## src/rtl/core/bscc_pkg.sv

```systemverilog
package bscc_pkg;

  // Event codes carried on the op field of an input beat.
  typedef enum logic [1:0] {
    OP_BUTTON     = 2'd0,
    OP_CONNECT    = 2'd1,
    OP_DISCONNECT = 2'd2,
    OP_TICK       = 2'd3
  } op_t;

  // Button usage codes from the remote.
  localparam logic [15:0] USAGE_RELEASE = 16'h0000;
  localparam logic [15:0] USAGE_FULLF   = 16'h0001;
  localparam logic [15:0] USAGE_FULLB   = 16'h0002;
  localparam logic [15:0] USAGE_UP      = 16'h0004;
  localparam logic [15:0] USAGE_DOWN    = 16'h0008;
  localparam logic [15:0] USAGE_STOP    = 16'h0010;

  // Which long-press button is being held.
  typedef enum logic [1:0] {
    LONG_NONE = 2'd0,
    LONG_FWD  = 2'd1,
    LONG_BWD  = 2'd2
  } long_btn_t;

  // Configuration register indexes.
  localparam logic [2:0] CFG_MAX_LEVEL       = 3'd0;
  localparam logic [2:0] CFG_DUTY_PER_LEVEL  = 3'd1;
  localparam logic [2:0] CFG_RELEASE_TIMEOUT = 3'd2;
  localparam logic [2:0] CFG_STOP_TIMEOUT    = 3'd3;
  localparam logic [2:0] CFG_FORWARD_LEVEL   = 3'd4;

  // Configuration reset values.
  localparam logic [3:0]  MAX_LEVEL_RST       = 4'd5;
  localparam logic [7:0]  DUTY_PER_LEVEL_RST  = 8'd51;
  localparam logic [15:0] RELEASE_TIMEOUT_RST = 16'd200;
  localparam logic [15:0] STOP_TIMEOUT_RST    = 16'd10000;
  localparam logic        FORWARD_LEVEL_RST   = 1'b1;

  localparam logic [15:0] MS_COUNT_MAX = 16'hFFFF;
  localparam logic [7:0]  DUTY_MAX     = 8'hFF;

  // Controller state, updated once per beat.
  typedef struct packed {
    logic signed [4:0] cmd_level;
    logic              enabled;
    logic              long_active;
    logic              long_detected;
    long_btn_t         long_button;
    logic [15:0]       since_long_ms;
    logic              connected;
    logic              disc_armed;
    logic [15:0]       disc_ms;
  } ctrl_state_t;

endpackage

```

## src/rtl/core/button_speed_command_controller_top.sv

```systemverilog
// Channel   Direction  Handshake          Payload
// in_       input      in_valid/in_stall   in_op[1:0], in_usage[15:0]
// out_      output     out_valid/out_stall out_duty[7:0], out_direction, out_motor_on,
//                                          out_level[4:0] signed, out_link_up
// cfg_      input      cfg_we              cfg_index[2:0], cfg_data[15:0]
//
// Every input beat yields exactly one result beat, via the input and result registers.
// A new beat is accepted every cycle while in_stall is low; the rate is set by the
// single state update between the input register and the result register.
// Reset (rst_n low, synchronous) clears both stages, restores the register defaults
// and arms the disconnect timer. While out_stall holds a full result register, the
// input register holds too, and in_stall rises once it is occupied.
module button_speed_command_controller_top (
  input  logic               clk,
  input  logic               rst_n,
  input  logic               in_valid,
  output logic               in_stall,
  input  logic [1:0]         in_op,
  input  logic [15:0]        in_usage,
  output logic               out_valid,
  input  logic               out_stall,
  output logic [7:0]         out_duty,
  output logic               out_direction,
  output logic               out_motor_on,
  output logic signed [4:0]  out_level,
  output logic               out_link_up,
  input  logic               cfg_we,
  input  logic [2:0]         cfg_index,
  input  logic [15:0]        cfg_data
);

  // Configuration registers.
  logic [3:0]  max_level_r;
  logic [7:0]  duty_per_level_r;
  logic [15:0] release_timeout_r;
  logic [15:0] stop_timeout_r;
  logic        forward_level_r;

  // Input stage.
  logic               in_v_r;
  bscc_pkg::op_t      op_r;
  logic [15:0]        usage_r;

  // Controller state.
  bscc_pkg::ctrl_state_t st_r, st_nxt;

  // Result stage.
  logic               out_v_r;
  logic [7:0]         duty_r, duty_nxt;
  logic               dir_r, dir_nxt;
  logic               motor_on_r;
  logic signed [4:0]  level_r;
  logic               link_r;

  logic advance;
  logic signed [4:0] lim;
  logic [3:0]  mag;
  logic [11:0] prod;

  // The input stage moves on when the result slot is empty or being taken.
  assign advance  = in_v_r && (!out_v_r || !out_stall);
  assign in_stall = in_v_r && out_v_r && out_stall;
  assign lim      = $signed({1'b0, max_level_r});

  // Next state for the beat held in the input register. The blocks below follow
  // the event order exactly: counters first, then release, then the stop timer.
  always_comb begin
    st_nxt = st_r;
    case (op_r)
      bscc_pkg::OP_BUTTON: begin
        case (usage_r)
          bscc_pkg::USAGE_RELEASE: begin
            if (st_r.long_detected && (st_r.since_long_ms > release_timeout_r)) begin
              if (st_r.long_active) begin
                st_nxt.cmd_level   = '0;
                st_nxt.enabled     = 1'b0;
                st_nxt.long_active = 1'b0;
              end
              st_nxt.long_button   = bscc_pkg::LONG_NONE;
              st_nxt.long_detected = 1'b0;
              st_nxt.since_long_ms = '0;
            end
          end
          bscc_pkg::USAGE_UP: begin
            if (st_r.cmd_level < lim) begin
              st_nxt.cmd_level = st_r.cmd_level + 5'sd1;
              st_nxt.enabled   = (st_nxt.cmd_level != 5'sd0);
            end
          end
          bscc_pkg::USAGE_DOWN: begin
            if (st_r.cmd_level > -lim) begin
              st_nxt.cmd_level = st_r.cmd_level - 5'sd1;
              st_nxt.enabled   = (st_nxt.cmd_level != 5'sd0);
            end
          end
          bscc_pkg::USAGE_STOP: begin
            st_nxt.cmd_level   = '0;
            st_nxt.enabled     = 1'b0;
            st_nxt.long_active = 1'b0;
          end
          bscc_pkg::USAGE_FULLF, bscc_pkg::USAGE_FULLB: begin
            if (!st_r.long_detected ||
                (st_r.long_button != ((usage_r == bscc_pkg::USAGE_FULLF) ?
                                      bscc_pkg::LONG_FWD : bscc_pkg::LONG_BWD))) begin
              st_nxt.long_button   = (usage_r == bscc_pkg::USAGE_FULLF) ?
                                     bscc_pkg::LONG_FWD : bscc_pkg::LONG_BWD;
              st_nxt.long_detected = 1'b1;
              if (!st_r.long_active) begin
                st_nxt.long_active = 1'b1;
                st_nxt.cmd_level   = (usage_r == bscc_pkg::USAGE_FULLF) ? lim : -lim;
                st_nxt.enabled     = 1'b1;
              end
            end
            st_nxt.since_long_ms = '0;
          end
          default: begin
          end
        endcase
      end
      bscc_pkg::OP_CONNECT: begin
        st_nxt.connected  = 1'b1;
        st_nxt.disc_armed = 1'b0;
        st_nxt.disc_ms    = '0;
      end
      bscc_pkg::OP_DISCONNECT: begin
        st_nxt.connected   = 1'b0;
        st_nxt.disc_armed  = 1'b1;
        st_nxt.disc_ms     = '0;
        st_nxt.cmd_level   = '0;
        st_nxt.enabled     = 1'b0;
        st_nxt.long_active = 1'b0;
      end
      bscc_pkg::OP_TICK: begin
        if (st_r.long_detected && (st_r.since_long_ms != bscc_pkg::MS_COUNT_MAX)) begin
          st_nxt.since_long_ms = st_r.since_long_ms + 16'd1;
        end
        if (st_r.disc_armed && !st_r.connected &&
            (st_r.disc_ms != bscc_pkg::MS_COUNT_MAX)) begin
          st_nxt.disc_ms = st_r.disc_ms + 16'd1;
        end
        if (st_r.long_detected && (st_nxt.since_long_ms > release_timeout_r)) begin
          if (st_r.long_active) begin
            st_nxt.cmd_level   = '0;
            st_nxt.enabled     = 1'b0;
            st_nxt.long_active = 1'b0;
          end
          st_nxt.long_button   = bscc_pkg::LONG_NONE;
          st_nxt.long_detected = 1'b0;
          st_nxt.since_long_ms = '0;
        end
        if (!st_r.connected && st_r.disc_armed && (st_nxt.disc_ms >= stop_timeout_r)) begin
          // The stop only fires when something is running; a held long
          // press with the motor already stopped keeps its active flag.
          if (st_nxt.enabled || (st_nxt.cmd_level != 5'sd0)) begin
            st_nxt.cmd_level   = '0;
            st_nxt.enabled     = 1'b0;
            st_nxt.long_active = 1'b0;
          end
          st_nxt.disc_armed = 1'b0;
          st_nxt.disc_ms    = '0;
        end
      end
      default: begin
      end
    endcase
  end

  // Duty and direction from the updated state.
  assign mag  = st_nxt.cmd_level[4] ? 4'(-st_nxt.cmd_level) : st_nxt.cmd_level[3:0];
  assign prod = mag * duty_per_level_r;

  always_comb begin
    duty_nxt = '0;
    dir_nxt  = forward_level_r;
    if (st_nxt.enabled && (st_nxt.cmd_level != 5'sd0)) begin
      duty_nxt = (prod > 12'(bscc_pkg::DUTY_MAX)) ? bscc_pkg::DUTY_MAX : prod[7:0];
      if (st_nxt.cmd_level[4]) begin
        dir_nxt = ~forward_level_r;
      end
    end
  end

  // Control, state and configuration registers.
  always_ff @(posedge clk) begin
    if (!rst_n) begin
      in_v_r               <= 1'b0;
      out_v_r              <= 1'b0;
      max_level_r          <= bscc_pkg::MAX_LEVEL_RST;
      duty_per_level_r     <= bscc_pkg::DUTY_PER_LEVEL_RST;
      release_timeout_r    <= bscc_pkg::RELEASE_TIMEOUT_RST;
      stop_timeout_r       <= bscc_pkg::STOP_TIMEOUT_RST;
      forward_level_r      <= bscc_pkg::FORWARD_LEVEL_RST;
      st_r.cmd_level       <= '0;
      st_r.enabled         <= 1'b0;
      st_r.long_active     <= 1'b0;
      st_r.long_detected   <= 1'b0;
      st_r.long_button     <= bscc_pkg::LONG_NONE;
      st_r.since_long_ms   <= '0;
      st_r.connected       <= 1'b0;
      st_r.disc_armed      <= 1'b1;
      st_r.disc_ms         <= '0;
    end else begin
      if (cfg_we) begin
        case (cfg_index)
          bscc_pkg::CFG_MAX_LEVEL:       max_level_r       <= cfg_data[3:0];
          bscc_pkg::CFG_DUTY_PER_LEVEL:  duty_per_level_r  <= cfg_data[7:0];
          bscc_pkg::CFG_RELEASE_TIMEOUT: release_timeout_r <= cfg_data;
          bscc_pkg::CFG_STOP_TIMEOUT:    stop_timeout_r    <= cfg_data;
          bscc_pkg::CFG_FORWARD_LEVEL:   forward_level_r   <= cfg_data[0];
          default: begin
          end
        endcase
      end
      if (!in_stall) begin
        in_v_r <= in_valid;
      end
      if (advance) begin
        st_r    <= st_nxt;
        out_v_r <= 1'b1;
      end else if (!out_stall) begin
        out_v_r <= 1'b0;
      end
    end
  end

  // Payload registers need no reset.
  always_ff @(posedge clk) begin
    if (!in_stall) begin
      op_r    <= bscc_pkg::op_t'(in_op);
      usage_r <= in_usage;
    end
    if (advance) begin
      duty_r     <= duty_nxt;
      dir_r      <= dir_nxt;
      motor_on_r <= st_nxt.enabled;
      level_r    <= st_nxt.cmd_level;
      link_r     <= st_nxt.connected;
    end
  end

  assign out_valid     = out_v_r;
  assign out_duty      = duty_r;
  assign out_direction = dir_r;
  assign out_motor_on  = motor_on_r;
  assign out_level     = level_r;
  assign out_link_up   = link_r;

endmodule
```

## config.mk

```make
export PLATFORM = sky130hd
export DESIGN_NAME = button_speed_command_controller_top
export DESIGN_NICKNAME = d
export VERILOG_FILES = /design/src/rtl/core/bscc_pkg.sv /design/src/rtl/core/button_speed_command_controller_top.sv
export SDC_FILE = /design/constraint.sdc
export NUM_CORES = 1
export LEC_CHECK = 0
export ABC_AREA = 1
export BUFFER_PORTS_ARGS = -buffer_cell sky130_fd_sc_hd__buf_4
export CAP_MARGIN = 40
export CORE_MARGIN = 3
export CORE_UTILIZATION = 64
export DETAILED_ROUTE_END_ITERATION = 12
export HOLD_SLACK_MARGIN = 0.06
export PLACE_DENSITY = 0.95
export SYNTH_ARGS = -nofsm -noshare
export SYNTH_HDL_FRONTEND = slang
export SYNTH_SLANG_ARGS = --single-unit
```

## constraint.sdc

```tcl
create_clock -name clk -period 10.35 [get_ports clk]
set_clock_uncertainty 0.1 [all_clocks]
set_input_delay 0.5175 -clock clk [delete_from_list [all_inputs] [get_ports clk]]
set_output_delay 0.5175 -clock clk [all_outputs]
set_load 0.02 [all_outputs]
```

# Word level (Yosys, flattened, before mapping)
# Cells that the tools add are included.
[word_totals] reg_bits=125 in_bits=42 out_inout_bits=18
[classes] add_sub_neg=6 mul=1 order_cmp=6 eq_ne=22 muxes=30 bitwise_logic=1 reduce_logical=38
[ops] op="26-bit 2-to-1 mux" count=3
[ops] op="19-bit one-hot mux with 2 select lines" count=2
[ops] op="16-bit 2-to-1 mux" count=4
[ops] op="17-bit one-hot mux with 3 select lines" count=1
[ops] op="16-bit by 1-bit adder with 16-bit output (second input constant)" count=2
[ops] op="16-bit greater-than comparator" count=2
[ops] op="16-bit != test (second input constant)" count=2
[ops] op="6-bit one-hot mux with 5 select lines" count=1
[ops] op="7-bit 2-to-1 mux" count=4
[ops] op="7-bit one-hot mux with 3 select lines" count=1
[ops] op="5-bit nonzero test" count=4
[ops] op="17-bit 2-to-1 mux" count=1
[ops] op="16-bit by 1-bit equality test with 1-bit output (second input constant)" count=1
[ops] op="16-bit by 2-bit equality test with 1-bit output (second input constant)" count=1
[ops] op="16-bit by 3-bit equality test with 1-bit output (second input constant)" count=1
[ops] op="16-bit by 4-bit equality test with 1-bit output (second input constant)" count=1
[ops] op="16-bit by 5-bit equality test with 1-bit output (second input constant)" count=1
[ops] op="16-bit >= comparator" count=1
[ops] op="16-bit zero test" count=1
[ops] op="12-bit by 8-bit greater-than comparator with 1-bit output (second input constant)" count=1
[ops] op="4-bit by 8-bit multiplier with 12-bit output" count=1
[ops] op="6-bit 2-to-1 mux" count=2
[ops] op="2-bit AND reduction" count=6
[ops] op="1-bit logical AND" count=10
[ops] op="37 further kinds" count=50

# Depth between registers and ports, before layout
[logic_depth] depth_word=18 mapped_depth=47

# Least setup slack after synthesis
# Ideal clock, no wire load.
[synth_timing] path_kind="register to register" start="register st_r[0] (netlist bit)" end="register duty_r[4] (netlist: out_duty[4]) (data pin)" arrival_time_ps=6360 t_required_ps=9995 slack_ps=3635 path_stages_with_launch=47 synth_period_minus_slack_ps=6715 path_cell_list="dfxtp_1 ha_1 nand3_1 nor3_1 nand3_1 nand2_1 inv_1 nand4_1 nor3_1 nand3_1 nor2_1 nand2_1 xnor2_1 ha_1 nand2_1 inv_1 nand3_1 nor3_1 [11 not listed] xor2_4 inv_2 nand2_1 fa_1 fa_1 inv_1 fa_1 a21oi_1 o21ai_0 a21oi_1 inv_1 a21oi_1 inv_1 o21a_1 nor3_1 inv_1 a21oi_1 nor2_1"
[synth_between] elab_chain_cells=13 word_cells_on_any_way=16
[synth_rtl] element="start, declared" line="button_speed_command_controller_top.sv:45" text="bscc_pkg::ctrl_state_t st_r, st_nxt;"
[synth_rtl] element="start signal, assigned" line="button_speed_command_controller_top.sv:218" text="st_r <= st_nxt;"
[synth_rtl] element="branches (longest 2 deep; another with 16-bit by 1-bit adder with 16-bit output)"
[synth_rtl] element="16-bit 2-to-1 mux *" line="button_speed_command_controller_top.sv:137" text="if (st_r.disc_armed && !st_r.connected &&"
[synth_rtl] element="16-bit 2-to-1 mux *" line="button_speed_command_controller_top.sv:69" text="case (op_r)"
[synth_rtl] element="16-bit >= comparator *" line="button_speed_command_controller_top.sv:151" text="if (!st_r.connected && st_r.disc_armed && (st_nxt.disc_ms >= stop_timeout_r)) begin"
[synth_rtl] element="1-bit logical AND *" line="button_speed_command_controller_top.sv:151"
[synth_rtl] element="7-bit 2-to-1 mux *" line="button_speed_command_controller_top.sv:151"
[synth_rtl] element="7-bit one-hot mux with 3 select lines *" line="button_speed_command_controller_top.sv:69"
[synth_rtl] element="4-bit negation" line="button_speed_command_controller_top.sv:169" text="assign mag = st_nxt.cmd_level[4] ? 4'(-st_nxt.cmd_level) : st_nxt.cmd_level[3:0];"
[synth_rtl] element="4-bit 2-to-1 mux" line="button_speed_command_controller_top.sv:169"
[synth_rtl] element="4-bit by 8-bit multiplier with 12-bit output" line="button_speed_command_controller_top.sv:170" text="assign prod = mag * duty_per_level_r;"
[synth_rtl] element="12-bit by 8-bit greater-than comparator with 1-bit output" line="button_speed_command_controller_top.sv:176" text="duty_nxt = (prod > 12'(bscc_pkg::DUTY_MAX)) ? bscc_pkg::DUTY_MAX : prod[7:0];"
[synth_rtl] element="8-bit 2-to-1 mux" line="button_speed_command_controller_top.sv:176"
[synth_rtl] element="end signal, assigned" line="button_speed_command_controller_top.sv:233" text="duty_r <= duty_nxt;"
[synth_rtl] element="end, declared" line="button_speed_command_controller_top.sv:49" text="logic [7:0] duty_r, duty_nxt;"
# Every way passes the cells marked *. The select of a mux whose other input is x is not followed.
# A chain may end at the register's enable or synchronous reset.

# Final worst setup path
[layout_timing] start="register st_r[0] (netlist bit)" end="register duty_r[6] (netlist: out_duty[6]) (data pin)"
# The elaborated chain is that of the path after synthesis.

==> Flow_metrics.wiki <==
{| class="wikitable"
! Metric !! Value
|-
| Flip-flop and latch area || 2840 sq um
|-
| Classification of the worst-slack hold path || input port to flop
|-
| Worst hold path depth || 1
|-
| X dimension of the die || 122 microns
|-
| Final setup violation count || 0
|-
| Vertical die dimension || 122 microns
|-
| Post CTS Setup Buffer Count || 0
|-
| Total congestion overflow after global routing || 0
|-
| Peak per-stage delay on the critical path || 540 ps
|-
| Terminus of the critical flop-to-flop path || out_duty[6]$_SDFFCE_PN0P_
|-
| Via Count || 8110
|-
| Crit Path Category || flop to flop
|-
| Initial Util || 66.7%
|-
| Std cell rows || 41
|-
| Via count of the first global-routing pass || 7799
|-
| Share of the synthesized area in the top cell type || 21.2%
|-
| Most used standard cells in the synthesized netlist || sky130_fd_sc_hd__nand2_1, sky130_fd_sc_hd__inv_1, sky130_fd_sc_hd__a21oi_1
|-
| Cells after synthesis || 1164
|-
| Top cell type by total area after synthesis || sky130_fd_sc_hd__dfxtp_1
|-
| Logic depth of the worst register-to-register path || 46
|-
| Count of final hold-check violations || 0
|-
| Overall global routing resource usage || 30.3%
|-
| DP HPWL || 15500 microns
|-
| Cell area power density || 137 nW/um^2
|-
| Least setup slack across all paths after layout || 2250 ps
|-
| Post-route cell area || 9730 sq um
|-
| Max-Cap Viols || 0
|-
| Final estimated routing congestion in global placement || 0.928
|-
| Total of fill cells in the finished design || 915
|-
| Largest fanout of any net on the critical path || 8
|-
| Maximum number of pins on one net before global-route repair || 52
|-
| Reg-to-reg slack, setup || 2250 ps
|-
| Hold Path Sink || usage_r[0]$_DFFE_PN_
|-
| Setup repair after global routing missed its margin || no
|-
| Cell with the largest stage delay on the worst path || sky130_fd_sc_hd__fa_1
|-
| Most frequently used flop master after synthesis || sky130_fd_sc_hd__dfxtp_1
|-
| Number of search-and-repair iterations in the first detailed-routing pass || 7
|-
| Result of the run || finished, final reports clean
|-
| Avg Synthesized Cell Area || 7.37 sq um
|-
| Register bit count reported by yosys || 125
|-
| Setup WS pre-CTS || 2560 ps
|-
| TNS Setup || 0 ps
|-
| Final Cycle Share || 78.3%
|-
| Max clock buf depth || 2
|-
| Count of port buffers added during placement || 59
|-
| Area of the multi-input gates || 4920 sq um
|-
| Worst Hold Launch || in_usage[0]
|-
| Global-route wire length before repair || 35900 microns
|-
| Total leakage power || 4.66 nW
|-
| Final Routed Wirelength || 21900 microns
|-
| Routed length per placed instance || 15.6 microns
|-
| Final Max Slew Viols || 0
|-
| Top-count cell post-synth || sky130_fd_sc_hd__nand2_1
|-
| Area of the mapped netlist || 8580 sq um
|-
| Antenna violations before repair || 0
|-
| TritonCTS clock tree || built
|-
| Worst endpoint required time || 10420 ps
|-
| Critical register-to-register path startpoint || st_r[0]$_SDFFE_PN0P_
|-
| Share of synthesized area occupied by flip-flops and latches || 33.1%
|-
| Starting DRT DRC Count || 846
|-
| Net count after synthesis || 1301
|-
| Clock tree root buffer cell || sky130_fd_sc_hd__clkbuf_16
|-
| Critical path startpoint category || flop
|-
| Fraction of layout instances using a drive strength above 1 || 10.2%
|-
| Number of diodes added for antenna fixing || 0
|-
| IO Count || 60
|-
| Worst slew margin relative to its limit || 38.8%
|-
| Met3 wire len || 1780 microns
|-
| Growth of design area from synthesis to finish || 13.4%
|-
| Area of the die || 14800 sq um
|-
| Reg clk slew, reported paths || 50 ps
|-
| Number of buffers added by the clock tree synthesis step || 17
|-
| Cell Area, Placed || 9150 sq um
|-
| Quantity of hold-fixing buffers added after cts || 0
|-
| Core Util, Final || 75.6%
|-
| Worst endpoint data arrival time || 8180 ps
|-
| Slew at the pin closest to its max-slew limit || 911 ps
|-
| Endpoint class of the critical path || flop
|-
| Clock period minus final worst setup slack || 8100 ps
|-
| Cell types occupying the most area after synthesis || sky130_fd_sc_hd__dfxtp_1, sky130_fd_sc_hd__ha_1, sky130_fd_sc_hd__edfxtp_1, sky130_fd_sc_hd__nand2_1, sky130_fd_sc_hd__inv_1
|-
| Number of remaining DRC errors || 0
|-
| Warnings, synthesis || 0
|-
| Detail Route met2 WL || 10400 microns
|-
| Deepest level of the CTS H-tree || 4
|-
| Max Freq || 123 MHz
|-
| Async set-or-reset flop fraction in the synthesized netlist || 0%
|-
| Clock Sinks || 125
|-
| Metal-1 WL || 8690 microns
|-
| Post-cts repair resize count || 0
|-
| EDFF count, synth || 34
|-
| Worst-skew pair later-pin latency || 420 ps
|-
| Number of unique standard cell types used by synthesis || 47
|-
| Core ar. || 12900 sq um
|-
| Top layer used by detailed routing || met4
|-
| Remaining antenna violation count || 0
|-
| Total Nets Final || 1355
|-
| VDD IR max || 0.000110 V
|-
| Drt via density || 5.78
|}
==> layout by cell type (no fill, tap or decap), types with 3 or more instances in the layout <==
| cell | synthesis | layout |
|---|---|---|
| sky130_fd_sc_hd__dfxtp_1 | 91 | 91 |
| sky130_fd_sc_hd__buf_4 | 0 | 62 |
| sky130_fd_sc_hd__nand2_2 | 13 | 13 |
| sky130_fd_sc_hd__ha_1 | 83 | 83 |
| sky130_fd_sc_hd__bufinv_16 | 0 | 3 |
| sky130_fd_sc_hd__fa_1 | 12 | 12 |
| sky130_fd_sc_hd__nand2_4 | 3 | 3 |
| sky130_fd_sc_hd__o21ai_1 | 3 | 3 |
| sky130_fd_sc_hd__o211ai_1 | 15 | 15 |
| sky130_fd_sc_hd__edfxtp_1 | 34 | 34 |
| sky130_fd_sc_hd__xor2_1 | 26 | 26 |
| sky130_fd_sc_hd__o21a_1 | 6 | 6 |
| sky130_fd_sc_hd__xnor2_1 | 10 | 10 |
| sky130_fd_sc_hd__a22oi_1 | 5 | 5 |
| sky130_fd_sc_hd__a211oi_1 | 4 | 4 |
| sky130_fd_sc_hd__a21oi_1 | 122 | 122 |
| sky130_fd_sc_hd__clkbuf_1 | 22 | 5 |
| sky130_fd_sc_hd__clkbuf_16 | 0 | 17 |
| sky130_fd_sc_hd__or2_2 | 3 | 3 |
| sky130_fd_sc_hd__nor2_4 | 4 | 4 |
| sky130_fd_sc_hd__o21ai_0 | 69 | 69 |
| sky130_fd_sc_hd__nand3b_1 | 3 | 3 |
| sky130_fd_sc_hd__nor2_2 | 3 | 4 |
| sky130_fd_sc_hd__nand2_1 | 239 | 239 |
| sky130_fd_sc_hd__inv_1 | 181 | 181 |
| sky130_fd_sc_hd__nor3_1 | 21 | 21 |
| sky130_fd_sc_hd__clkinv_1 | 2 | 5 |
| sky130_fd_sc_hd__nand4_1 | 10 | 10 |
| sky130_fd_sc_hd__inv_2 | 5 | 5 |
| sky130_fd_sc_hd__nand3_1 | 52 | 52 |
| sky130_fd_sc_hd__nor2_1 | 96 | 95 |
==> metrics by stage <==
stage               power (mW)  hold WS (ps)  std cells
floorplan                0.684           335       1164
global placement         0.737           351       1370
detailed placement       0.744           353       1371
CTS                       1.33           160       1403
global route              1.38           161       1403
finish                    1.33           171       1403
==> worst max-delay path by stage <==
stage	start	to	slack, ps	depth (start not counted)
global route	st_r[0]$_SDFFE_PN0P_	out_duty[4]$_SDFFCE_PN0P_	1560	46
detailed placement	st_r[0]$_SDFFE_PN0P_	out_duty[6]$_SDFFCE_PN0P_	2560	46
floorplan	st_r[0]$_SDFFE_PN0P_	out_duty[4]$_SDFFCE_PN0P_	3640	46
CTS	st_r[0]$_SDFFE_PN0P_	out_duty[6]$_SDFFCE_PN0P_	2390	46
finish	st_r[0]$_SDFFE_PN0P_	out_duty[6]$_SDFFCE_PN0P_	2250	46
global placement	st_r[0]$_SDFFE_PN0P_	out_duty[6]$_SDFFCE_PN0P_	2790	46
==> layout make-up <==
type	instances	share of cell area (%)
Sequential cell	125	29.2
Timing Repair Buffer	62	4.78
Clock inverter	9	1.22
Tap cell	172	2.21
Multi-Input combinational cell	824	50.6
Inverter	188	7.25
Clock buffer	23	4.71
==> critical path: cells and delay by family, from the launching register on <==
kind	cells	cell delay (ps)
xor+xnor	2	420
compound gates	6	870
simple gates	24	3220
fa+ha+maj	6	2150
flops	1	340
buf+inv	8	720
==> power breakdown <==
part	switching (mW)	total (mW)	internal, mW
sequential	0.0135	0.535	0.521
combinational	0.131	0.206	0.0744
clock	0.211	0.592	0.381
==> registers in the layout (all words and copies together) (netlist names), 2 cells and up <==
register	flops
st_r	44
op_r	2
duty_per_level_r	8
max_level_r	4
out_level	5
usage_r	16
stop_timeout_r	16
release_timeout_r	16
out_duty	8
==> cell families after synthesis <==
family,count (synthesis),synth area share (%)
AO/OA/AOI/OAI,232,14.6
XOR/XNOR,37,3.99
adder cells (fa/ha/maj),95,14.9
buffers and inverters,215,9.55
flip-flops,125,33.1
AND/OR/NAND/NOR,460,23.8
==> routing by layer <==
layer	global-route usage, %	vias to the layer above
li1	-	3906
met3	6.59	109
met2	50.7	387
met1	36.7	3708
met5	0	-
met4	15.9	0
Note: power is estimated with default switching activity, not from simulation.
